$ cat config.mk
export PLATFORM = sky130hd
export DESIGN_NAME = ict_isqrt
export DESIGN_NICKNAME = d
export VERILOG_FILES = /design/src/rtl/ict_pkg.sv /design/src/rtl/ict_isqrt.sv
export SDC_FILE = /design/constraint.sdc
export NUM_CORES = 1
export LEC_CHECK = 0
export BUFFER_PORTS_ARGS = -buffer_cell sky130_fd_sc_hd__buf_2
export CAP_MARGIN = 20
export CELL_PAD_IN_SITES_DETAIL_PLACEMENT = 0
export CELL_PAD_IN_SITES_GLOBAL_PLACEMENT = 1
export CORE_MARGIN = 2
export CORE_UTILIZATION = 39
export CTS_BUF_LIST = sky130_fd_sc_hd__clkbuf_4
export DETAILED_ROUTE_END_ITERATION = 8
export PLACE_DENSITY_LB_ADDON = 0.12
export SLEW_MARGIN = 20
export SYNTH_ARGS = -nofsm -noshare
export SYNTH_HDL_FRONTEND = slang
export SYNTH_SLANG_ARGS = --single-unit
$ cat constraint.sdc
create_clock -name clk -period 9.7 [get_ports clk]
set_input_delay 1.94 -clock clk [delete_from_list [all_inputs] [get_ports clk]]
set_output_delay 1.94 -clock clk [all_outputs]
set_load 0.005 [all_outputs]
$ cat src/rtl/ict_pkg.sv
// Shared types, constants and helpers of the tilt filter.
package ict_pkg;

  localparam int ANGLE_FRAC_BITS = 16;
  localparam int ANG_SH          = 24 - ANGLE_FRAC_BITS;
  localparam int ANG_RND         = (ANG_SH == 0) ? 0 : (1 << (ANG_SH - 1));
  localparam int CORDIC_STEPS    = 24;
  localparam int CORDIC_PRE_SH   = 20;
  localparam int SQRT_STEPS      = 16;
  localparam int DIV_W           = 51;
  localparam int DIV_REM_W       = 10;
  localparam int DIV_DIG_W       = 16;
  localparam int DIV_STEPS       = 4;
  localparam int DIV_PAD_W       = DIV_DIG_W * DIV_STEPS;
  localparam int DIV_VAL_W       = DIV_REM_W + DIV_DIG_W;
  localparam int DIV_RECIP_SH    = 36;
  localparam logic [26:0]        DIV_RECIP = 27'd68719477;
  localparam logic [DIV_W-1:0]   DIV_HALF = 51'd500;
  localparam logic signed [32:0] DEG90_Q24 = 33'sd1509949440;
  localparam logic [16:0] WEIGHT_ONE = 17'd65536;

  typedef logic [2:0] cfg_idx_t;
  localparam cfg_idx_t REG_GAIN  = 3'd0;
  localparam cfg_idx_t REG_OFF_X = 3'd1;
  localparam cfg_idx_t REG_OFF_Y = 3'd2;
  localparam cfg_idx_t REG_OFF_Z = 3'd3;
  localparam cfg_idx_t REG_WEIGHT = 3'd4;

  typedef enum logic [3:0] {
    ST_IDLE, ST_SQ_A, ST_SQ_B, ST_SQ_C, ST_SQRT_W, ST_CORD_W,
    ST_G1, ST_G2, ST_G3, ST_G4, ST_DIV_W,
    ST_B1, ST_B2, ST_B3, ST_B4, ST_B5
  } st_t;

  typedef struct packed {
    logic sq_start;
    logic cord_start;
    logic div_start;
  } unit_ctl_t;

  function automatic logic signed [32:0] atan_q24(input logic [4:0] i);
    case (i)
      5'd0:  atan_q24 = 33'sd754974720;
      5'd1:  atan_q24 = 33'sd445687602;
      5'd2:  atan_q24 = 33'sd235489088;
      5'd3:  atan_q24 = 33'sd119537938;
      5'd4:  atan_q24 = 33'sd60000934;
      5'd5:  atan_q24 = 33'sd30029717;
      5'd6:  atan_q24 = 33'sd15018523;
      5'd7:  atan_q24 = 33'sd7509720;
      5'd8:  atan_q24 = 33'sd3754917;
      5'd9:  atan_q24 = 33'sd1877466;
      5'd10: atan_q24 = 33'sd938734;
      5'd11: atan_q24 = 33'sd469367;
      5'd12: atan_q24 = 33'sd234684;
      5'd13: atan_q24 = 33'sd117342;
      5'd14: atan_q24 = 33'sd58671;
      5'd15: atan_q24 = 33'sd29335;
      5'd16: atan_q24 = 33'sd14668;
      5'd17: atan_q24 = 33'sd7334;
      5'd18: atan_q24 = 33'sd3667;
      5'd19: atan_q24 = 33'sd1833;
      5'd20: atan_q24 = 33'sd917;
      5'd21: atan_q24 = 33'sd458;
      5'd22: atan_q24 = 33'sd229;
      5'd23: atan_q24 = 33'sd115;
      default: atan_q24 = 33'sd0;
    endcase
  endfunction

  function automatic logic signed [31:0] sat32(input logic signed [47:0] v);
    if (v > 48'sd2147483647) begin
      sat32 = 32'sh7FFFFFFF;
    end else if (v < -48'sd2147483648) begin
      sat32 = 32'sh80000000;
    end else begin
      sat32 = 32'(v);
    end
  endfunction

endpackage

$ cat src/rtl/ict_isqrt.sv
// Bit-serial integer floor square root, one result bit per step.
module ict_isqrt (
  input  logic        clk,
  input  logic        rst_n,
  input  logic        start,
  input  logic [31:0] v,
  output logic        done,
  output logic [15:0] root
);
  import ict_pkg::*;

  logic        busy_r, busy_nxt;
  logic        done_r, done_nxt;
  logic [3:0]  cnt_r, cnt_nxt;
  logic [31:0] v_r, v_nxt;
  logic [31:0] r_r, r_nxt;
  logic [30:0] bit_r, bit_nxt;
  logic [31:0] t;

  always_comb begin
    busy_nxt = busy_r;
    done_nxt = 1'b0;
    cnt_nxt  = cnt_r;
    v_nxt    = v_r;
    r_nxt    = r_r;
    bit_nxt  = bit_r;
    t        = r_r + {1'b0, bit_r};
    if (start) begin
      busy_nxt = 1'b1;
      cnt_nxt  = '0;
      v_nxt    = v;
      r_nxt    = '0;
      bit_nxt  = 31'h40000000;
    end else if (busy_r) begin
      if (v_r >= t) begin
        v_nxt = v_r - t;
        r_nxt = (r_r >> 1) + {1'b0, bit_r};
      end else begin
        r_nxt = r_r >> 1;
      end
      bit_nxt = bit_r >> 2;
      cnt_nxt = cnt_r + 4'd1;
      if (cnt_r == 4'(SQRT_STEPS - 1)) begin
        busy_nxt = 1'b0;
        done_nxt = 1'b1;
      end
    end
  end

  always_ff @(posedge clk) begin
    if (!rst_n) begin
      busy_r <= 1'b0;
      done_r <= 1'b0;
    end else begin
      busy_r <= busy_nxt;
      done_r <= done_nxt;
    end
    cnt_r <= cnt_nxt;
    v_r   <= v_nxt;
    r_r   <= r_nxt;
    bit_r <= bit_nxt;
  end

  assign done = done_r;
  assign root = r_r[15:0];
endmodule

=== Word level (Yosys, flattened, before mapping) ===
Cells that the tools add are included.

* Word-level logic and storage cells: 26
* Output and inout port bits: 17
* Bits of input ports: 35
* Register bits: 86

* Equality and inequality tests: 1
* Bitwise logic cells: 2
* Add/sub/neg operators: 4
* Multiplexer cells: 8
* Reduce and logical (&&, ||, !) cells: 4
* Order comparisons: 1

{| class="wikitable"
|+ Operator list
! cell !! number
|-
| $mux W32 || 4
|-
| $add A31 B31 Y32 || 1
|-
| $add A32 B31 Y32 || 1
|-
| $ge A32 B32 Y1 || 1
|-
| $sub A32 B32 Y32 || 1
|-
| $add A4 B1 Y4 const B || 1
|-
| $eq A4 B4 Y1 const B || 1
|-
| $mux W1 || 4
|-
| $reduce_bool A2 Y1 || 2
|-
| $reduce_or A3 Y1 || 1
|-
| $not A1 Y1 || 2
|-
| $reduce_and A2 Y1 || 1
|}

=== Depth between registers and ports, before layout ===
* Word-level depth: 5
* Depth in mapped cells: 23
* Depth with buffers taken out: 19

=== Worst setup path after synthesis ===
OpenSTA, ideal clock, no wires.

* Kind: register to register
* Start: register r_r[2]
* End: register v_r[0] (enable)
* Path slack: 3379 ps
* Library setup time: 466 ps
* Data arrival time: 5856 ps
* Buffers on the path: 4
* Data required time: 9234 ps
* Stages on the path, launching flop included: 21
* Cell sequence: dfxtp_1 -> ha_1 -> a311o_1 -> a41oi_2 -> o21ba_2 -> o21ai_1 -> a41oi_2 -> o21ai_0 -> xnor2_1 -> ha_1 -> buf_4 -> and3_1 -> buf_4 -> nand3_1 -> nor2_1 -> o221ai_1 -> a21oi_2 -> nor2_1 -> buf_6 -> buf_6 -> o21ai_0

* Cells in the longest elaborated chain, start to end: 4

{| class="wikitable"
|+ Ends and longest elaborated chain
! what !! line !! source
|-
| start, declared || ict_isqrt.sv:16 || <nowiki>logic [31:0] r_r, r_nxt;</nowiki>
|-
| start signal, assigned || ict_isqrt.sv:60 || <nowiki>r_r <= r_nxt;</nowiki>
|-
| $add A32 B31 Y32 || ict_isqrt.sv:27 || <nowiki>t = r_r + {1'b0, bit_r};</nowiki>
|-
| $ge A32 B32 Y1 || ict_isqrt.sv:35 || <nowiki>if (v_r >= t) begin</nowiki>
|-
| $reduce_bool A2 Y1 (no source line) || n/a ||
|-
| $reduce_and A2 Y1 (no source line) || n/a ||
|-
| end signal, assigned || ict_isqrt.sv:59 || <nowiki>v_r <= v_nxt;</nowiki>
|-
| end, declared || ict_isqrt.sv:15 || <nowiki>logic [31:0] v_r, v_nxt;</nowiki>
|}

Every way passes these cells.
A chain may end at the register's enable or synchronous reset.

=== Final worst setup path ===
* Start: register r_r[0]
* End: register v_r[8] (enable)

The elaborated chain is that of the path after synthesis.

==> flow_summary.yaml <==
layout:
  final_cell_mix: "nor2_1 (82), nand2_1 (81), ha_1 (67)"
  post_route_cells_drive_above_1_share_pct: 10.8
  finalNetCount: 989
  layout_commonest_cell: "nor2_1"
  area_delta_synth_final_pct: 5.89
timing:
  rsz0062_at_grt: "no"
  max-slew-margin-rel_pct: 37.2
  fin_tns_setup_ns: 0
  hold_viol: 0
  setup_violations: 0
  layout_setup_ws_ns: 4.25
  finalCriticalPeriod_ns: 5.45
  tightest_slew_ns: 0.942
  fmax_ghz: 0.183
  slew_violations: 0
  finalCritPeriodShare_pct: 56.2
  fin_worst_skew_ns: 0.0197
route:
  wire_per_inst_um: 17.6
  initialDrtViolationCount: 294
  drt-pass1-iter-count: 5
  via_per_inst: 5.74
  drc: 0
  ant_nets: 0
  drt-total-wl_mm: 19.7
  via_count: 6438
clock_tree:
  clk_path_buf_depth: 2
  cts_inserted_buffers: 9
  cts_tree: "yes"
  clockRootBuffer: "clkbuf_4"
  holdBufCountCts: 0
  clk-insertion-delay-late_ns: 0.50
  clkTransAtPathRegs_ns: 0.17
  cts_sinks: 86
  ctsResizeCount: 0
  htree_levels: 3
  cts_setup_buffers: 0
floorplan:
  die_area_um2: 19800
  pin_count: 52
  fp-row-count: 49
  core_um2: 18100
  die_h_um: 141
  start_util_pct: 40.2
  die_w_um: 141
place:
  place_congestion: 0.863
  dp_hpwl_mm: 14.6
  pre_cts_ws_ns: 4.31
  port_buffers: 51
grt:
  grt.total_usage_pct: 20.0
  grt_overflow: 0
  grtUsageMet1_pct: 25.7
  busiest_layer: "met2"
  grt_pass1_wl_mm: 31.9
  antenna_found_initial: 1
  met3_usage_pct: 3.43
  gr-usage-met2_pct: 34.7
  grt_pass1_vias: 6228
  grt_max_degree: 79
yosys:
  synth_cell_type_count: 71
  yosys_warnings: 0
  synth_nets: 976
  syn-instance-count: 873
  netlist_area_um2: 7290
  syn_area_per_cell_um2: 8.35
  synth-seq-cells: 86
  asyncSetResetFlopFracSynth_pct: 0
  ys_seq_area_share_pct: 28.0
  synth_edf_count: 32
  ys.flop_type: "dfxtp_1"
hold_path:
  hold_path_class: "register to register"
pwr:
  swShare_pct: 45.4
  p_int_mw: 0.977
  peakVddDrop_v: 0.000118
  power_switching_mw: 0.813
  pwr-share-comb_pct: 57.4
  power_mw: 1.79
  p_leak_nw: 3.06
  sequentialPowerShare_pct: 29.7
  p_per_area_nw_per_um2: 232
  p_clk_share_pct: 13.0
run_status:
  status: "complete, no violations"
setup_path:
  critPathKind: "register to register"
  critPathMaxStageDelay_ns: 0.51
  cp_max_fo: 23
  crit_chain: "ha_1 -> ha_1 -> a21oi_1 -> o21ai_0 -> a21oi_1 -> o21ai_0 -> a41oi_1 -> nor2_1 -> o21ai_0 -> xor2_1 -> ha_1 -> and3_1 -> nand3_1 -> nor2_1 -> o221ai_1 -> a21oi_2 -> buf_4 -> nor2_1 -> o21ai_2 -> buf_4"
  arrival_ns: 5.63
  worst_setup_path_start_kind: "register"
  required_ns: 9.87
  endpoint_kind: "register"
  cpMaxStageDelayCell: "o21ai_2"
run:
  drv_cap: 0
## synthesized netlist by cell type, types with 8 or more instances
library cell  count  share of area [%]
nor2_1           82                4.2
nand2_1          81                4.2
ha_1             67                 12
o21ai_0          62                4.3
dfxtp_1          54                 15
a21oi_1          49                3.4
xor2_1           36                4.3
xnor2_1          33                4.0
edfxtp_1         32                 13
inv_1            30                1.5
mux2i_1          27                3.7
a31oi_1          21                1.8
clkbuf_1         21                1.1
buf_4            20                2.1
nand3_1          20                1.4
a21o_1           18                1.9
a211oi_1         16                1.6
o21bai_1         16                1.6
o21ai_1          15                1.0
nand4_1          13                1.1
nor3_1           12               0.82
nor2b_1           9               0.77
and3_1            8               0.69
## cell families (layout without fill, tap and decap cells)
| kind of cell | after synthesis | in the layout | synth area share [%] |
|---|---|---|---|
| compound gates | 282 | 282 | 26.1 |
| mux | 31 | 31 | 4.33 |
| other cells | 0 | 1 | 0 |
| fa+ha+maj | 68 | 68 | 11.8 |
| flops | 86 | 86 | 28.0 |
| xor+xnor | 69 | 69 | 8.29 |
| simple gates | 252 | 252 | 15.6 |
| buf+inv | 85 | 103 | 5.89 |
## critical path: cells and delay by family (launching register included)
| kind | cells | cell delay, ns |
|---|---|---|
| AO/OA/AOI/OAI | 9 | 2.28 |
| XOR/XNOR | 1 | 0.13 |
| adder cells (fa/ha/maj) | 3 | 0.89 |
| buffers and inverters | 2 | 0.68 |
| flip-flops | 1 | 0.36 |
| AND/OR/NAND/NOR | 5 | 0.75 |
## cell type report
cell class	instances	area, µm²
flip-flops and latches	86	2040
fillers	1882	10400
repair buffers	57	303
multi-input cells	702	4820
diodes	1	2.50
well taps	229	287
clock inverters	7	81.3
clock buffers	9	67.6
inverters	30	113
## state kept, by name, indices dropped and copies added, names as in the netlist
name / count
bit_r: 16
busy_r: 1
cnt_r: 4
done: 1
r_r: 32
v_r: 32
## routing by layer
layer  up-vias  share of wire, %
met4         0               1.9
met5         -                 0
met2       116                49
met3        33               3.4
li1       3233                 -
met1      3056                45
## worst paths after layout
check	from	to	slack (ns)	cells after the start
max	r_r[0]$_SDFFE_PP0P_	v_r[8]$_DFFE_PP_	4.25	20
min	cnt_r[3]$_SDFFE_PP0P_	done$_SDFF_PP0_	0.51	2
max reg2reg	r_r[0]$_SDFFE_PP0P_	v_r[8]$_DFFE_PP_	4.25	20
min reg2reg	cnt_r[3]$_SDFFE_PP0P_	done$_SDFF_PP0_	0.51	2
## power groups by stage
stage          Sequential, mW  Combinational (mW)  Clock, mW
2_1_floorplan           0.518               0.836          0
3_5_place_dp            0.541                1.02          0
6_report                0.531                1.03      0.233
5_1_grt                 0.541                1.15      0.260
4_1_cts                 0.532                1.03      0.248
3_3_place_gp            0.540                1.01          0
## stage by stage
step / hold WS, ns / util, % / cell area, µm² / instances
global route: 0.539 / 42.5 / 7720 / 1121
finish: 0.508 / 42.5 / 7720 / 1121
detailed placement: 0.492 / 41.7 / 7560 / 1104
CTS: 0.513 / 42.5 / 7710 / 1120
floorplan: 0.462 / - / 7290 / 873
global placement: 0.488 / 41.7 / 7560 / 1104
(Power assumes the default switching activity.)
