### config.mk
export PLATFORM = sky130hd
export DESIGN_NAME = ict_cordic
export DESIGN_NICKNAME = d
export VERILOG_FILES = /design/src/rtl/ict_pkg.sv /design/src/rtl/ict_cordic.sv
export SDC_FILE = /design/constraint.sdc
export NUM_CORES = 1
export LEC_CHECK = 0
export BUFFER_PORTS_ARGS = -buffer_cell sky130_fd_sc_hd__buf_2
export CAP_MARGIN = 40
export CORE_MARGIN = 3
export CORE_UTILIZATION = 40
export CTS_CLUSTER_DIAMETER = 100
export CTS_CLUSTER_SIZE = 30
export DETAILED_ROUTE_END_ITERATION = 12
export HOLD_SLACK_MARGIN = 0.03
export PLACE_DENSITY = 0.62
export SETUP_SLACK_MARGIN = 0.5
export SLEW_MARGIN = 40
export SYNTH_ARGS = -nofsm -noshare
export SYNTH_HDL_FRONTEND = slang
export SYNTH_SLANG_ARGS = --single-unit
### constraint.sdc
create_clock -name clk -period 13.9 [get_ports clk]
set_clock_uncertainty 0.1 [all_clocks]
set_input_delay 1.39 -clock clk [delete_from_list [all_inputs] [get_ports clk]]
set_output_delay 1.39 -clock clk [all_outputs]
set_load 0.05 [all_outputs]
### src/rtl/ict_pkg.sv
// Shared types, constants and helpers of the tilt filter.
package ict_pkg;

  localparam int ANGLE_FRAC_BITS = 16;
  localparam int ANG_SH          = 24 - ANGLE_FRAC_BITS;
  localparam int ANG_RND         = (ANG_SH == 0) ? 0 : (1 << (ANG_SH - 1));
  localparam int CORDIC_STEPS    = 24;
  localparam int CORDIC_PRE_SH   = 20;
  localparam int SQRT_STEPS      = 16;
  localparam int DIV_W           = 51;
  localparam int DIV_REM_W       = 10;
  localparam int DIV_DIG_W       = 16;
  localparam int DIV_STEPS       = 4;
  localparam int DIV_PAD_W       = DIV_DIG_W * DIV_STEPS;
  localparam int DIV_VAL_W       = DIV_REM_W + DIV_DIG_W;
  localparam int DIV_RECIP_SH    = 36;
  localparam logic [26:0]        DIV_RECIP = 27'd68719477;
  localparam logic [DIV_W-1:0]   DIV_HALF = 51'd500;
  localparam logic signed [32:0] DEG90_Q24 = 33'sd1509949440;
  localparam logic [16:0] WEIGHT_ONE = 17'd65536;

  typedef logic [2:0] cfg_idx_t;
  localparam cfg_idx_t REG_GAIN  = 3'd0;
  localparam cfg_idx_t REG_OFF_X = 3'd1;
  localparam cfg_idx_t REG_OFF_Y = 3'd2;
  localparam cfg_idx_t REG_OFF_Z = 3'd3;
  localparam cfg_idx_t REG_WEIGHT = 3'd4;

  typedef enum logic [3:0] {
    ST_IDLE, ST_SQ_A, ST_SQ_B, ST_SQ_C, ST_SQRT_W, ST_CORD_W,
    ST_G1, ST_G2, ST_G3, ST_G4, ST_DIV_W,
    ST_B1, ST_B2, ST_B3, ST_B4, ST_B5
  } st_t;

  typedef struct packed {
    logic sq_start;
    logic cord_start;
    logic div_start;
  } unit_ctl_t;

  function automatic logic signed [32:0] atan_q24(input logic [4:0] i);
    case (i)
      5'd0:  atan_q24 = 33'sd754974720;
      5'd1:  atan_q24 = 33'sd445687602;
      5'd2:  atan_q24 = 33'sd235489088;
      5'd3:  atan_q24 = 33'sd119537938;
      5'd4:  atan_q24 = 33'sd60000934;
      5'd5:  atan_q24 = 33'sd30029717;
      5'd6:  atan_q24 = 33'sd15018523;
      5'd7:  atan_q24 = 33'sd7509720;
      5'd8:  atan_q24 = 33'sd3754917;
      5'd9:  atan_q24 = 33'sd1877466;
      5'd10: atan_q24 = 33'sd938734;
      5'd11: atan_q24 = 33'sd469367;
      5'd12: atan_q24 = 33'sd234684;
      5'd13: atan_q24 = 33'sd117342;
      5'd14: atan_q24 = 33'sd58671;
      5'd15: atan_q24 = 33'sd29335;
      5'd16: atan_q24 = 33'sd14668;
      5'd17: atan_q24 = 33'sd7334;
      5'd18: atan_q24 = 33'sd3667;
      5'd19: atan_q24 = 33'sd1833;
      5'd20: atan_q24 = 33'sd917;
      5'd21: atan_q24 = 33'sd458;
      5'd22: atan_q24 = 33'sd229;
      5'd23: atan_q24 = 33'sd115;
      default: atan_q24 = 33'sd0;
    endcase
  endfunction

  function automatic logic signed [31:0] sat32(input logic signed [47:0] v);
    if (v > 48'sd2147483647) begin
      sat32 = 32'sh7FFFFFFF;
    end else if (v < -48'sd2147483648) begin
      sat32 = 32'sh80000000;
    end else begin
      sat32 = 32'(v);
    end
  endfunction

endpackage

### src/rtl/ict_cordic.sv
// Vectoring CORDIC atan2 in degrees, one micro-rotation per cycle.
module ict_cordic (
  input  logic               clk,
  input  logic               rst_n,
  input  logic               start,
  input  logic signed [15:0] num,
  input  logic [15:0]        den,
  output logic               done,
  output logic signed [24:0] angle
);
  import ict_pkg::*;

  logic               busy_r, busy_nxt;
  logic               done_r, done_nxt;
  logic [4:0]         i_r, i_nxt;
  logic signed [39:0] x_r, x_nxt, y_r, y_nxt, dx, dy;
  logic signed [32:0] z_r, z_nxt;
  logic signed [24:0] ang_r, ang_nxt;

  function automatic logic signed [24:0] finish(input logic signed [32:0] z);
    logic signed [32:0] zc;
    logic signed [32:0] zr;
    zc = z;
    if (zc > DEG90_Q24) zc = DEG90_Q24;
    if (zc < -DEG90_Q24) zc = -DEG90_Q24;
    zr = (zc + 33'(ANG_RND)) >>> ANG_SH;
    finish = 25'(zr);
  endfunction

  always_comb begin
    busy_nxt = busy_r;
    done_nxt = 1'b0;
    i_nxt    = i_r;
    x_nxt    = x_r;
    y_nxt    = y_r;
    z_nxt    = z_r;
    ang_nxt  = ang_r;
    dx       = y_r >>> i_r;
    dy       = x_r >>> i_r;
    if (start) begin
      i_nxt = '0;
      x_nxt = $signed({4'b0, den, 20'b0});
      y_nxt = $signed({{4{num[15]}}, num, 20'b0});
      z_nxt = '0;
      if (num == 16'sd0) begin
        ang_nxt  = '0;
        done_nxt = 1'b1;
      end else if (den == 16'd0) begin
        ang_nxt  = finish(num[15] ? -DEG90_Q24 : DEG90_Q24);
        done_nxt = 1'b1;
      end else begin
        busy_nxt = 1'b1;
      end
    end else if (busy_r) begin
      if (!y_r[39]) begin
        x_nxt = x_r + dx;
        y_nxt = y_r - dy;
        z_nxt = z_r + atan_q24(i_r);
      end else begin
        x_nxt = x_r - dx;
        y_nxt = y_r + dy;
        z_nxt = z_r - atan_q24(i_r);
      end
      i_nxt = i_r + 5'd1;
      if (i_r == 5'(CORDIC_STEPS - 1)) begin
        busy_nxt = 1'b0;
        done_nxt = 1'b1;
        ang_nxt  = finish(z_nxt);
      end
    end
  end

  always_ff @(posedge clk) begin
    if (!rst_n) begin
      busy_r <= 1'b0;
      done_r <= 1'b0;
    end else begin
      busy_r <= busy_nxt;
      done_r <= done_nxt;
    end
    i_r   <= i_nxt;
    x_r   <= x_nxt;
    y_r   <= y_nxt;
    z_r   <= z_nxt;
    ang_r <= ang_nxt;
  end

  assign done  = done_r;
  assign angle = ang_r;
endmodule

* Yosys cells after proc, flatten, opt, wreduce, memory -nomap -nowiden
Memories as Yosys holds them, arrays and structs flattened. A register that Yosys moved wholly into a read port is not among the register bits.
Cells that the tools add are included.
** Storage, ports and cells
- Bits in registers :: 145
- Bits in latches :: 0
- Bits in writable memories :: 0
- Bits in read-only memories :: 1920
- Memories kept :: 2
** Cells by class
- Add/sub/neg operators :: 9
- $mul :: 0
- Divide/modulo/power cells :: 0
- $lt $le $gt $ge :: 4
- Eq/ne operators :: 4
- Shifts and indexed selects :: 2
- Muxes and demuxes :: 51
- Bitwise gates (word level) :: 0
- Reduce and logical (&&, ||, !) cells :: 6
** Memories
- (name not given) :: depth 32, bits a word 30, rd ports 1, clocked after memory_dff 1, wr ports 0, RTL line ict_pkg.sv:42 : case (i)
- (name not given) :: depth 32, bits a word 30, rd ports 1, clocked after memory_dff 1, wr ports 0, RTL line ict_pkg.sv:42
** Operators with widths (number)
- $mux W33 :: 26
- $mux W40 :: 4
- $mux W25 :: 5
- $add A40 B40 Y40 :: 2
- $sshr A40 B5 Y40 :: 2
- $sub A40 B40 Y40 :: 2
- $mux W36 :: 2
- $add A33 B9 Y33 const B :: 2
- $gt A33 B32 Y1 const B :: 2
- $lt A33 B32 Y1 const B :: 2
- $add A33 B33 Y33 :: 1
- $sub A33 B33 Y33 :: 1
- $logic_not A16 Y1 :: 2
- $mux W5 :: 4
- $mux W1 :: 10
- $add A5 B1 Y5 const B :: 1
- $eq A5 B5 Y1 const B :: 1
- $ne A2 B2 Y1 const B :: 2
- $reduce_bool A2 Y1 :: 2
- $ne A3 B1 Y1 const B :: 1
- $reduce_and A3 Y1 :: 1
- $reduce_and A2 Y1 :: 1

* Longest topological paths before layout
Gate-level depths: netlist (run 1).
- Depth after elaboration :: 21
- Gate-level depth with buffers :: 39
- Mapped depth without buffers :: 36

* Worst setup path after synthesis (run 1)
Ideal clock, no wire load.
- Path type :: flip-flop to flip-flop
- From :: reg (tool-made name)
- To :: reg ang_r[21] (netlist: angle[21]) (data pin)
- Library setup time :: 0.259 ns
- Data arrival time :: 8.642 ns
- Data required time :: 13.541 ns
- Setup slack :: 4.899 ns
- Cell stages (with the launch flop) :: 34
- Buffers on the path :: 4
- Cells stage by stage :: dfxtp_1 > or4_1 > nor4_1 > nand3_1 > nor3_1 > a21oi_1 > xnor2_1 > ha_1 > clkbuf_1 > o21ai_0 > o21a_1 > nor2_1 > a21boi_0 > and3_1 > a2111oi_1 > and2_1 > a21bo_2 > a21o_1 > ha_1 > clkbuf_1 > nor3_1 > nand3_1 > ha_1 > o41a_1 > buf_6 > buf_8 > nor2_1 > ha_1 > or4b_2 > nor3_1 > nand4_1 > nor3_1 > a2bb2oi_1 > o31a_1
** RTL lines
- to (signal assigned) :: RTL line ict_cordic.sv:85 : ang_r <= ang_nxt;
- to (decl) :: RTL line ict_cordic.sv:18 : logic signed [24:0] ang_r, ang_nxt;

==> flow_summary.html, run 1 <==
<table>
<tr><th>Metric</th><th>Value</th></tr>
<tr><th colspan="2">STA</th></tr>
<tr><td>Worst-Margin Slew</td><td>approximately 0.89 ns</td></tr>
<tr><td>Setup repair after global routing missed its margin</td><td>no</td></tr>
<tr><td>Number of endpoints failing setup at the final stage</td><td>0</td></tr>
<tr><td>Final worst path period share</td><td>0.745</td></tr>
<tr><td>Final worst path period need</td><td>around 10 ns</td></tr>
<tr><td>Max Freq</td><td>between 0.09 and 0.1 GHz</td></tr>
<tr><td>Max-Slew Margin vs Limit</td><td>0.406</td></tr>
<tr><td>Accumulated negative setup slack</td><td>0 ns</td></tr>
<tr><td>Slew Viols, Final</td><td>0</td></tr>
<tr><td>Hold violation count in the final report</td><td>0</td></tr>
<tr><th colspan="2">Clock network</th></tr>
<tr><td>TritonCTS clock tree</td><td>yes</td></tr>
<tr><td>Post-cts gate resize count</td><td>0</td></tr>
<tr><td>Maximum root-to-sink buffer count</td><td>2</td></tr>
<tr><td>CTS Root Cell</td><td>clkbuf_16</td></tr>
<tr><td>Post-CTS Hold Fix Bufs</td><td>0</td></tr>
<tr><td>Clk sinks</td><td>175</td></tr>
<tr><td># Post-CTS Setup Buffers</td><td>0</td></tr>
<tr><td>Clock latency at the later pin of the worst-skew pair</td><td>around 0.52 ns</td></tr>
<tr><td>Htree depth</td><td>4</td></tr>
<tr><td>Clock-pin slew on the worst setup and hold paths</td><td>0.08 ns</td></tr>
<tr><td>Clock buffers created by TritonCTS</td><td>17</td></tr>
<tr><th colspan="2">Placed design</th></tr>
<tr><td>Routability congestion estimate from global placement</td><td>roughly 1</td></tr>
<tr><td>Number of input and output port buffers inserted</td><td>60</td></tr>
<tr><td>Area after detailed placement</td><td>~0.023 sq mm</td></tr>
<tr><td>Detailed placement HPWL</td><td>approximately 60000 um</td></tr>
<tr><th colspan="2">Layout</th></tr>
<tr><td>Area growth from synthesis to layout</td><td>5.80%</td></tr>
<tr><td>Core Util, Final</td><td>0.432</td></tr>
<tr><td>Most frequent cells in the layout</td><td>nor2_1, nand2_1, a21oi_1</td></tr>
<tr><td>Filler cell count</td><td>between 5000 and 6000</td></tr>
<tr><td>Share of layout cells above drive strength 1</td><td>0.128</td></tr>
<tr><td>Layout net count</td><td>approximately 2800</td></tr>
<tr><td>Most frequent standard cell in the layout excluding fill and tap cells</td><td>nor2_1</td></tr>
<tr><td>Final instance area</td><td>roughly 0.024 sq mm</td></tr>
<tr><th colspan="2">Synth</th></tr>
<tr><td>Top flip-flop cell by instance count after synthesis</td><td>dfxtp_1</td></tr>
<tr><td>EDFF count, synth</td><td>61</td></tr>
<tr><td>Mean Syn Cell Area</td><td>8.26 sq um</td></tr>
<tr><td>Simple logic cell fraction of the synthesized area</td><td>0.200</td></tr>
<tr><td>Area of the mapped netlist</td><td>0.0222 sq mm</td></tr>
<tr><td>Number of library cell types mapped by synthesis</td><td>around 130</td></tr>
<tr><td>Count of synthesis-stage warnings from yosys</td><td>0</td></tr>
<tr><td>Synthesized-area fraction occupied by ao, oa, aoi and oai cells</td><td>0.254</td></tr>
<tr><td>Synth Area in Adders</td><td>0.0724</td></tr>
<tr><td>Instance count of the mapped netlist</td><td>about 2700</td></tr>
<tr><td>Number of nets in the synthesized netlist</td><td>~2900</td></tr>
<tr><td>Largest family of logic cells by synthesized area</td><td>compound AO/OA/AOI/OAI gates</td></tr>
<tr><td>Number of register bits inferred by synthesis</td><td>roughly 180</td></tr>
<tr><td>Post-synthesis share of cell area spent on xor and xnor gates</td><td>0.0763</td></tr>
<tr><td>Mux share of post-synthesis cell area</td><td>0.158</td></tr>
<tr><td>Register area share after synthesis</td><td>0.185</td></tr>
<tr><td>Share of async-settable or async-resettable flops after synthesis</td><td>0</td></tr>
<tr><th colspan="2">Floorplanning</th></tr>
<tr><td>Horizontal extent of the die</td><td>roughly 240 um</td></tr>
<tr><td>Standard-cell rows</td><td>85</td></tr>
<tr><td>Area inside the core boundary</td><td>0.0545 sq mm</td></tr>
<tr><td>Initial cell density of the core</td><td>0.409</td></tr>
<tr><td>Area of the die</td><td>0.0585 sq mm</td></tr>
<tr><td>Chip height</td><td>around 240 um</td></tr>
<tr><td>I/O pin cnt</td><td>between 60 and 70</td></tr>
<tr><th colspan="2">Min path</th></tr>
<tr><td>Startpoint of the worst hold path</td><td>z_r[31]</td></tr>
<tr><td>HP Class</td><td>reg -&gt; reg</td></tr>
<tr><th colspan="2">Run status</th></tr>
<tr><td>Status</td><td>finished clean</td></tr>
<tr><th colspan="2">Global routing</th></tr>
<tr><td>Via count of the first global-routing pass</td><td>~20000</td></tr>
<tr><td>Aggregate global-route resource usage</td><td>0.262</td></tr>
<tr><td>First-pass GRT wire length</td><td>122000 um</td></tr>
<tr><td>Overflow left after global routing</td><td>0</td></tr>
<tr><td>Largest net degree at the start of global routing</td><td>66</td></tr>
<tr><td>Number of antenna violations at the first check in global routing</td><td>1</td></tr>
<tr><th colspan="2">Worst setup path</th></tr>
<tr><td>Startpoint type of the worst setup path</td><td>flop</td></tr>
<tr><td>Category of the most critical setup path</td><td>reg -&gt; reg</td></tr>
<tr><td>FF-to-FF setup slack</td><td>roughly 3.6 ns</td></tr>
<tr><td>Capturing element type of the critical path</td><td>flop</td></tr>
<tr><td>Data arrival time of the critical path</td><td>~11 ns</td></tr>
<tr><td>Critical path required time</td><td>14.07 ns</td></tr>
<tr><td>Critical-path top delay cell</td><td>o21ai_0</td></tr>
<tr><td>Maximum single-stage delay on the critical path</td><td>around 0.64 ns</td></tr>
<tr><td>Maximum fanout encountered on the critical timing path</td><td>18</td></tr>
<tr><th colspan="2">Route</th></tr>
<tr><td>Iter 0 DRT Violations</td><td>around 2300</td></tr>
<tr><td>Total Routed Length</td><td>~80000 um</td></tr>
<tr><td>Post-DR wirelength/cell</td><td>23.3 um</td></tr>
<tr><td>Antenna-violating nets left</td><td>0</td></tr>
<tr><td>Total number of vias</td><td>between 20000 and 25000</td></tr>
<tr><td>Post-DR vias/cell</td><td>~6.5</td></tr>
<tr><td>DRC Markers</td><td>0</td></tr>
<tr><td>Router iterations before antenna repair</td><td>6</td></tr>
<tr><th colspan="2">Flow run</th></tr>
<tr><td>Max capacitance violation total</td><td>0</td></tr>
<tr><th colspan="2">Power and ir drop</th></tr>
<tr><td>Cell Pwr Density</td><td>233 mW/mm^2</td></tr>
<tr><td>Final Power</td><td>5.48 mW</td></tr>
<tr><td>Largest vdd supply drop</td><td>between 0.1 and 0.15 mV</td></tr>
<tr><td>Leakage component of the power</td><td>about 9 nW</td></tr>
</table>
## report_power, final
| group | total, mW | internal (mW) | leakage [nW] | switching, mW |
|---|---|---|---|---|
| logic | 4.11 | 1.65 | 7.18 | 2.46 |
| registers | 0.840 | 0.655 | 1.55 | 0.185 |
| clock network | 0.531 | 0.249 | 0.304 | 0.282 |
| total | 5.48 | 2.56 | 9.03 | 2.93 |
## per-layer routing
| metal | share of wire | global-route usage |
|---|---|---|
| met1 | 0.45 | 0.375 |
| met2 | 0.43 | 0.391 |
| met3 | 0.084 | 0.0538 |
| met4 | 0.032 | 0.0905 |
| met5 | 0 | 0 |
## critical path, delay by kind of cell, from the launching register on
family / cells / cell delay, ns
compound gates: 8 / 2.26
xor+xnor: 2 / 0.70
flops: 1 / 0.34
buf+inv: 1 / 0.21
simple gates: 16 / 5.09
fa+ha+maj: 4 / 1.40
## cell usage after synthesis, types with 13 or more instances
| library cell | number | area, sq um |
|---|---|---|
| nand3_1 | 55 | 275 |
| a31oi_1 | 37 | 231 |
| mux4_1 | 18 | 473 |
| nor3_1 | 65 | 325 |
| mux4_2 | 80 | 1800 |
| nor4_1 | 26 | 163 |
| and3_1 | 22 | 138 |
| nand2_1 | 248 | 931 |
| buf_6 | 13 | 146 |
| o21a_1 | 26 | 195 |
| buf_2 | 32 | 160 |
| ha_1 | 124 | 1550 |
| mux2i_1 | 83 | 831 |
| nand4_1 | 36 | 225 |
| a211oi_1 | 42 | 315 |
| or2_2 | 25 | 156 |
| o22ai_1 | 29 | 181 |
| mux2_2 | 34 | 383 |
| edfxtp_1 | 61 | 1830 |
| o211ai_1 | 24 | 180 |
| o21ai_0 | 167 | 836 |
| buf_1 | 25 | 93.8 |
| and2_1 | 33 | 206 |
| xnor2_1 | 129 | 1130 |
| dfxtp_1 | 114 | 2280 |
| inv_1 | 68 | 255 |
| buf_4 | 19 | 143 |
| o21bai_1 | 23 | 173 |
| nor2b_1 | 14 | 87.6 |
| clkbuf_1 | 69 | 259 |
| a22o_1 | 16 | 140 |
| or3_1 | 23 | 144 |
| nor2_1 | 261 | 980 |
| xor2_1 | 63 | 552 |
| a211o_1 | 17 | 149 |
| a21oi_1 | 220 | 1100 |
| nand2b_1 | 18 | 113 |
| o31ai_1 | 20 | 150 |
| a21o_1 | 57 | 428 |
## metrics by stage
step,setup slack (ns),cells,hold WS (ns)
3_5_place_dp,3.51,3360,0.355
6_report,3.55,3396,0.371
5_1_grt,2.65,3395,0.405
2_1_floorplan,4.90,2694,0.332
4_1_cts,3.47,3392,0.374
3_3_place_gp,3.89,3360,0.350
## area by class of cell
| class | instances | area, sq um | area share |
|---|---|---|---|
| clock inverter | 15 | 206 | 0.00877 |
| tap | 739 | 925 | 0.0393 |
| clock buffer | 17 | 425 | 0.0181 |
| antenna | 1 | 2.50 | 0.000106 |
| sequential | 175 | 4130 | 0.175 |
| inverter | 73 | 274 | 0.0116 |
| multi-input combinational | 2281 | 17000 | 0.722 |
| timing repair buffer | 95 | 588 | 0.0250 |
## logic make-up after synthesis
| kind of cell | after synthesis |
|---|---|
| simple gates | 900 |
| compound gates | 844 |
| buf+inv | 238 |
| mux | 217 |
| xor+xnor | 193 |
| flops | 175 |
| fa+ha+maj | 127 |
## path summary, 6_finish.rpt
path                    end  cells past startpoint
setup reg to reg  angle[21]                     31
hold / removal      z_r[31]                      2
hold reg to reg     z_r[31]                      2
setup / recovery  angle[21]                     31
No activity file was read; power rests on OpenSTA's default activity.
==> run 2, diff against run 1 <==
--- a/config.mk
+++ b/config.mk
@@ -5,6 +5,7 @@
 export SDC_FILE = /design/constraint.sdc
 export NUM_CORES = 1
 export LEC_CHECK = 0
+export ABC_AREA = 1
 export BUFFER_PORTS_ARGS = -buffer_cell sky130_fd_sc_hd__buf_2
 export CAP_MARGIN = 40
 export CORE_MARGIN = 3
==> constraint.sdc (replaced) <==
create_clock -name clk -period 10.41 [get_ports clk]
set_clock_uncertainty 0.1 [all_clocks]
set_input_delay 1.041 -clock clk [delete_from_list [all_inputs] [get_ports clk]]
set_output_delay 1.041 -clock clk [all_outputs]
set_load 0.05 [all_outputs]
==> run 2 against run 1 <==
Routed wire length fell by 13%. Non-clock buffer count fell by 14. Total power rose by 7.8%. Die area fell by 4.9%. Worst setup slack got worse by 1.5 ns. Clock power rose by 27%. Final area fell by 4.7%. Combinational power rose by 4%. Largest power group unchanged. Highest routed layer unchanged.
==> flow_summary.html, run 2 <==
<table>
<tr><th>Metric</th><th>Value</th></tr>
<tr><th colspan="2">Floorplanning</th></tr>
<tr><td>Area inside the core boundary</td><td>0.0518 sq mm</td></tr>
<tr><td>Initial cell density of the core</td><td>0.408</td></tr>
<tr><td>Chip height</td><td>between 200 and 250 um</td></tr>
<tr><td>Horizontal extent of the die</td><td>approximately 240 um</td></tr>
<tr><td>Area of the die</td><td>between 0.05 and 0.06 sq mm</td></tr>
<tr><td>I/O pin cnt</td><td>just over 60</td></tr>
<tr><td>Standard-cell rows</td><td>slightly above 80</td></tr>
<tr><th colspan="2">Synth</th></tr>
<tr><td>Top cell type by total area after synthesis</td><td>nand2_1</td></tr>
<tr><td>Synthesized-area fraction occupied by ao, oa, aoi and oai cells</td><td>0.198</td></tr>
<tr><td>Count of synthesis-stage warnings from yosys</td><td>0</td></tr>
<tr><td>Register area share after synthesis</td><td>0.195</td></tr>
<tr><td>Number of nets in the synthesized netlist</td><td>3684</td></tr>
<tr><td>Portion of synthesized cell area occupied by the leading cell type</td><td>0.183</td></tr>
<tr><td>Synth Area in Adders</td><td>0.0762</td></tr>
<tr><td>Instance count of the mapped netlist</td><td>between 3000 and 4000</td></tr>
<tr><td>Cell with the most instances after synthesis</td><td>nand2_1</td></tr>
<tr><td>EDFF count, synth</td><td>61</td></tr>
<tr><td>Largest family of logic cells by synthesized area</td><td>simple AND/OR/NAND/NOR gates</td></tr>
<tr><td>Leading post-synthesis cells by cell area</td><td>nand2_1, dfxtp_1, edfxtp_1, inv_1, ha_1</td></tr>
<tr><td>Leading post-synthesis cells by instance count</td><td>nand2_1, inv_1, nor2_1</td></tr>
<tr><td>Simple logic cell fraction of the synthesized area</td><td>0.330</td></tr>
<tr><td>Area of the mapped netlist</td><td>around 0.021 sq mm</td></tr>
<tr><td>Mean Syn Cell Area</td><td>6.00 sq um</td></tr>
<tr><td>Number of library cell types mapped by synthesis</td><td>63</td></tr>
<tr><td>Top flip-flop cell by instance count after synthesis</td><td>dfxtp_1</td></tr>
<tr><td>Post-synthesis share of cell area spent on xor and xnor gates</td><td>0.0626</td></tr>
<tr><td>Share of async-settable or async-resettable flops after synthesis</td><td>0</td></tr>
<tr><td>Number of register bits inferred by synthesis</td><td>between 150 and 200</td></tr>
<tr><td>Mux share of post-synthesis cell area</td><td>0.0246</td></tr>
<tr><th colspan="2">Placed design</th></tr>
<tr><td>Area after detailed placement</td><td>~0.022 sq mm</td></tr>
<tr><td>Number of input and output port buffers inserted</td><td>60</td></tr>
<tr><td>Pre-CTS setup slack</td><td>2.17 ns</td></tr>
<tr><td>Routability congestion estimate from global placement</td><td>~0.95</td></tr>
<tr><td>Detailed placement HPWL</td><td>roughly 55000 um</td></tr>
<tr><th colspan="2">Worst setup path</th></tr>
<tr><td>Critical path required time</td><td>between 10 and 15 ns</td></tr>
<tr><td>RR Endpoint</td><td>angle[21]</td></tr>
<tr><td>Data arrival time of the critical path</td><td>8.48 ns</td></tr>
<tr><td>Crit-path leading delay family</td><td>simple AND/OR/NAND/NOR gates</td></tr>
<tr><td>Category of the most critical setup path</td><td>reg -&gt; reg</td></tr>
<tr><td>Startpoint type of the worst setup path</td><td>flop</td></tr>
<tr><td>Buf+Inv Stages, Crit Path</td><td>4</td></tr>
<tr><td>Maximum fanout encountered on the critical timing path</td><td>41</td></tr>
<tr><td>Length in cells of the worst reg-to-reg path</td><td>47</td></tr>
<tr><td>FF-to-FF setup slack</td><td>~2.1 ns</td></tr>
<tr><td>Most frequent cell on the critical path</td><td>nand2_1</td></tr>
<tr><td>Capturing element type of the critical path</td><td>flop</td></tr>
<tr><td>Critical-path top delay cell</td><td>nand2_2</td></tr>
<tr><td>Maximum single-stage delay on the critical path</td><td>between 0.5 and 0.6 ns</td></tr>
<tr><th colspan="2">Clock network</th></tr>
<tr><td>Clock-pin slew on the worst setup and hold paths</td><td>approximately 0.08 ns</td></tr>
<tr><td>Maximum root-to-sink buffer count</td><td>2</td></tr>
<tr><td>Post-CTS Hold Fix Bufs</td><td>0</td></tr>
<tr><td>Htree depth</td><td>4</td></tr>
<tr><td>Post-cts gate resize count</td><td>0</td></tr>
<tr><td># Post-CTS Setup Buffers</td><td>0</td></tr>
<tr><td>CTS Root Cell</td><td>clkbuf_16</td></tr>
<tr><td>Clock buffers created by TritonCTS</td><td>17</td></tr>
<tr><td>Clock latency at the later pin of the worst-skew pair</td><td>around 0.5 ns</td></tr>
<tr><td>Clk sinks</td><td>~180</td></tr>
<tr><td>TritonCTS clock tree</td><td>yes</td></tr>
<tr><th colspan="2">Power and ir drop</th></tr>
<tr><td>Leakage component of the power</td><td>11.1 nW</td></tr>
<tr><td>Cell Pwr Density</td><td>263 mW/mm^2</td></tr>
<tr><td>Largest vdd supply drop</td><td>0.154 mV</td></tr>
<tr><td>Final Power</td><td>~6 mW</td></tr>
<tr><th colspan="2">STA</th></tr>
<tr><td>Final worst path period need</td><td>8.33 ns</td></tr>
<tr><td>Slew Viols, Final</td><td>0</td></tr>
<tr><td>Accumulated negative setup slack</td><td>0 ns</td></tr>
<tr><td>Number of endpoints failing setup at the final stage</td><td>0</td></tr>
<tr><td>Max Freq</td><td>0.120 GHz</td></tr>
<tr><td>Setup repair after global routing missed its margin</td><td>no</td></tr>
<tr><td>Max-Slew Margin vs Limit</td><td>0.451</td></tr>
<tr><td>Hold violation count in the final report</td><td>0</td></tr>
<tr><td>Worst-Margin Slew</td><td>0.823 ns</td></tr>
<tr><td>Setup slack after layout</td><td>between 2 and 2.5 ns</td></tr>
<tr><td>Final worst path period share</td><td>0.800</td></tr>
<tr><th colspan="2">Layout</th></tr>
<tr><td>Most frequent standard cell in the layout excluding fill and tap cells</td><td>nand2_1</td></tr>
<tr><td>Most frequent cells in the layout</td><td>nand2_1, inv_1, nor2_1</td></tr>
<tr><td>FF/Latch Area</td><td>0.00412 sq mm</td></tr>
<tr><td>Area of the multi-input gates</td><td>0.0146 sq mm</td></tr>
<tr><td>Layout net count</td><td>3655</td></tr>
<tr><td>Final instance area</td><td>~0.022 sq mm</td></tr>
<tr><td>Share of layout cells above drive strength 1</td><td>0.0582</td></tr>
<tr><td>Area growth from synthesis to layout</td><td>6.12%</td></tr>
<tr><td>Core Util, Final</td><td>0.433</td></tr>
<tr><td>Antenna diode instance count</td><td>0</td></tr>
<tr><td>Filler cell count</td><td>5724</td></tr>
<tr><th colspan="2">Route</th></tr>
<tr><td>Total number of vias</td><td>22100</td></tr>
<tr><td>Router iterations before antenna repair</td><td>6</td></tr>
<tr><td>DRC Markers</td><td>0</td></tr>
<tr><td>Post-DR wirelength/cell</td><td>between 15 and 20 um</td></tr>
<tr><td>Post-DR vias/cell</td><td>roughly 5.3</td></tr>
<tr><td>Antenna-violating nets left</td><td>0</td></tr>
<tr><td>Total Routed Length</td><td>69000 um</td></tr>
<tr><td>Iter 0 DRT Violations</td><td>slightly above 2000</td></tr>
<tr><th colspan="2">Min path</th></tr>
<tr><td>Worst hold path stage count</td><td>2</td></tr>
<tr><td>Startpoint of the worst hold path</td><td>z_r[18]</td></tr>
<tr><td>HP Class</td><td>reg -&gt; reg</td></tr>
<tr><td>End point of the worst hold path</td><td>z_r[18]</td></tr>
<tr><th colspan="2">Run status</th></tr>
<tr><td>Status</td><td>finished clean</td></tr>
<tr><th colspan="2">Global routing</th></tr>
<tr><td>Via count of the first global-routing pass</td><td>between 20000 and 25000</td></tr>
<tr><td>Number of antenna violations at the first check in global routing</td><td>0</td></tr>
<tr><td>Largest net degree at the start of global routing</td><td>between 80 and 90</td></tr>
<tr><td>Overflow left after global routing</td><td>0</td></tr>
<tr><td>Aggregate global-route resource usage</td><td>0.246</td></tr>
<tr><td>First-pass GRT wire length</td><td>111000 um</td></tr>
<tr><th colspan="2">Flow run</th></tr>
<tr><td>Max capacitance violation total</td><td>0</td></tr>
</table>
==> run 2: changes by cell type after synthesis, sizes merged, moves of 32 or more <==
cell	change
nor3	-36
nor2	+74
o21ai	+203
mux2	-35
a211oi	-42
inv	+401
xor2	+35
a21oi	-32
nand3	+84
nand2	+797
xnor2	-77
a21o	-49
mux4	-99
==> run 2: power by group <==
part	switching, mW	internal (mW)	total (mW)
sequential	0.113	0.862	0.975
combinational	2.86	1.40	4.26
clock	0.321	0.353	0.673
total	3.29	2.62	5.91
==> run 2: layout make-up <==
| cell class | count | share of cell area |
|---|---|---|
| Clock buffer | 21 | 0.0215 |
| Tap cell | 680 | 0.0379 |
| Timing Repair Buffer | 81 | 0.0206 |
| Multi-Input combinational cell | 2742 | 0.652 |
| Sequential cell | 175 | 0.184 |
| Clock inverter | 11 | 0.00474 |
| Inverter | 476 | 0.0796 |
==> run 2: kinds of logic after synthesis <==
logic type / Yosys count
compound gates: 748
xor+xnor: 151
fa+ha+maj: 127
buf+inv: 605
flops: 175
mux: 52
simple gates: 1664
==> run 2: worst max path at each step <==
stage	startpoint	to	slack [ns]	depth (start not counted)
global route	flop	angle[19]	0.96	48
CTS	flop	angle[21]	2.13	47
floorplan	flop	angle[21]	3.56	50
global placement	flop	angle[21]	2.31	47
detailed placement	flop	angle[21]	2.17	47
finish	flop	angle[21]	2.08	47
==> run 2: routing by layer <==
layer | GRT usage | wire length, um | vias to the layer above
li1 | - | - | 11500
met1 | 0.330 | 31900 | 9996
met2 | 0.416 | 32600 | 539
met3 | 0.0284 | 3000 | 77
met4 | 0.0677 | 1560 | 0
met5 | 0 | 0 | -
==> run 2: worst reg2reg max path: cells and delay by family (launching register included) <==
| family | cells | cell delay [ns] |
|---|---|---|
| compound gates | 6 | 0.97 |
| xor+xnor | 1 | 0.15 |
| fa+ha+maj | 4 | 1.09 |
| buf+inv | 4 | 0.52 |
| flops | 1 | 0.32 |
| simple gates | 32 | 4.96 |
==> run 2: per-stage QoR <==
stage                     hold WS [ns]  std cells
after floorplan                  0.333       3522
after global placement           0.348       4154
after detailed placement         0.355       4154
after CTS                        0.366       4186
after global routing             0.395       4186
final                            0.367       4186
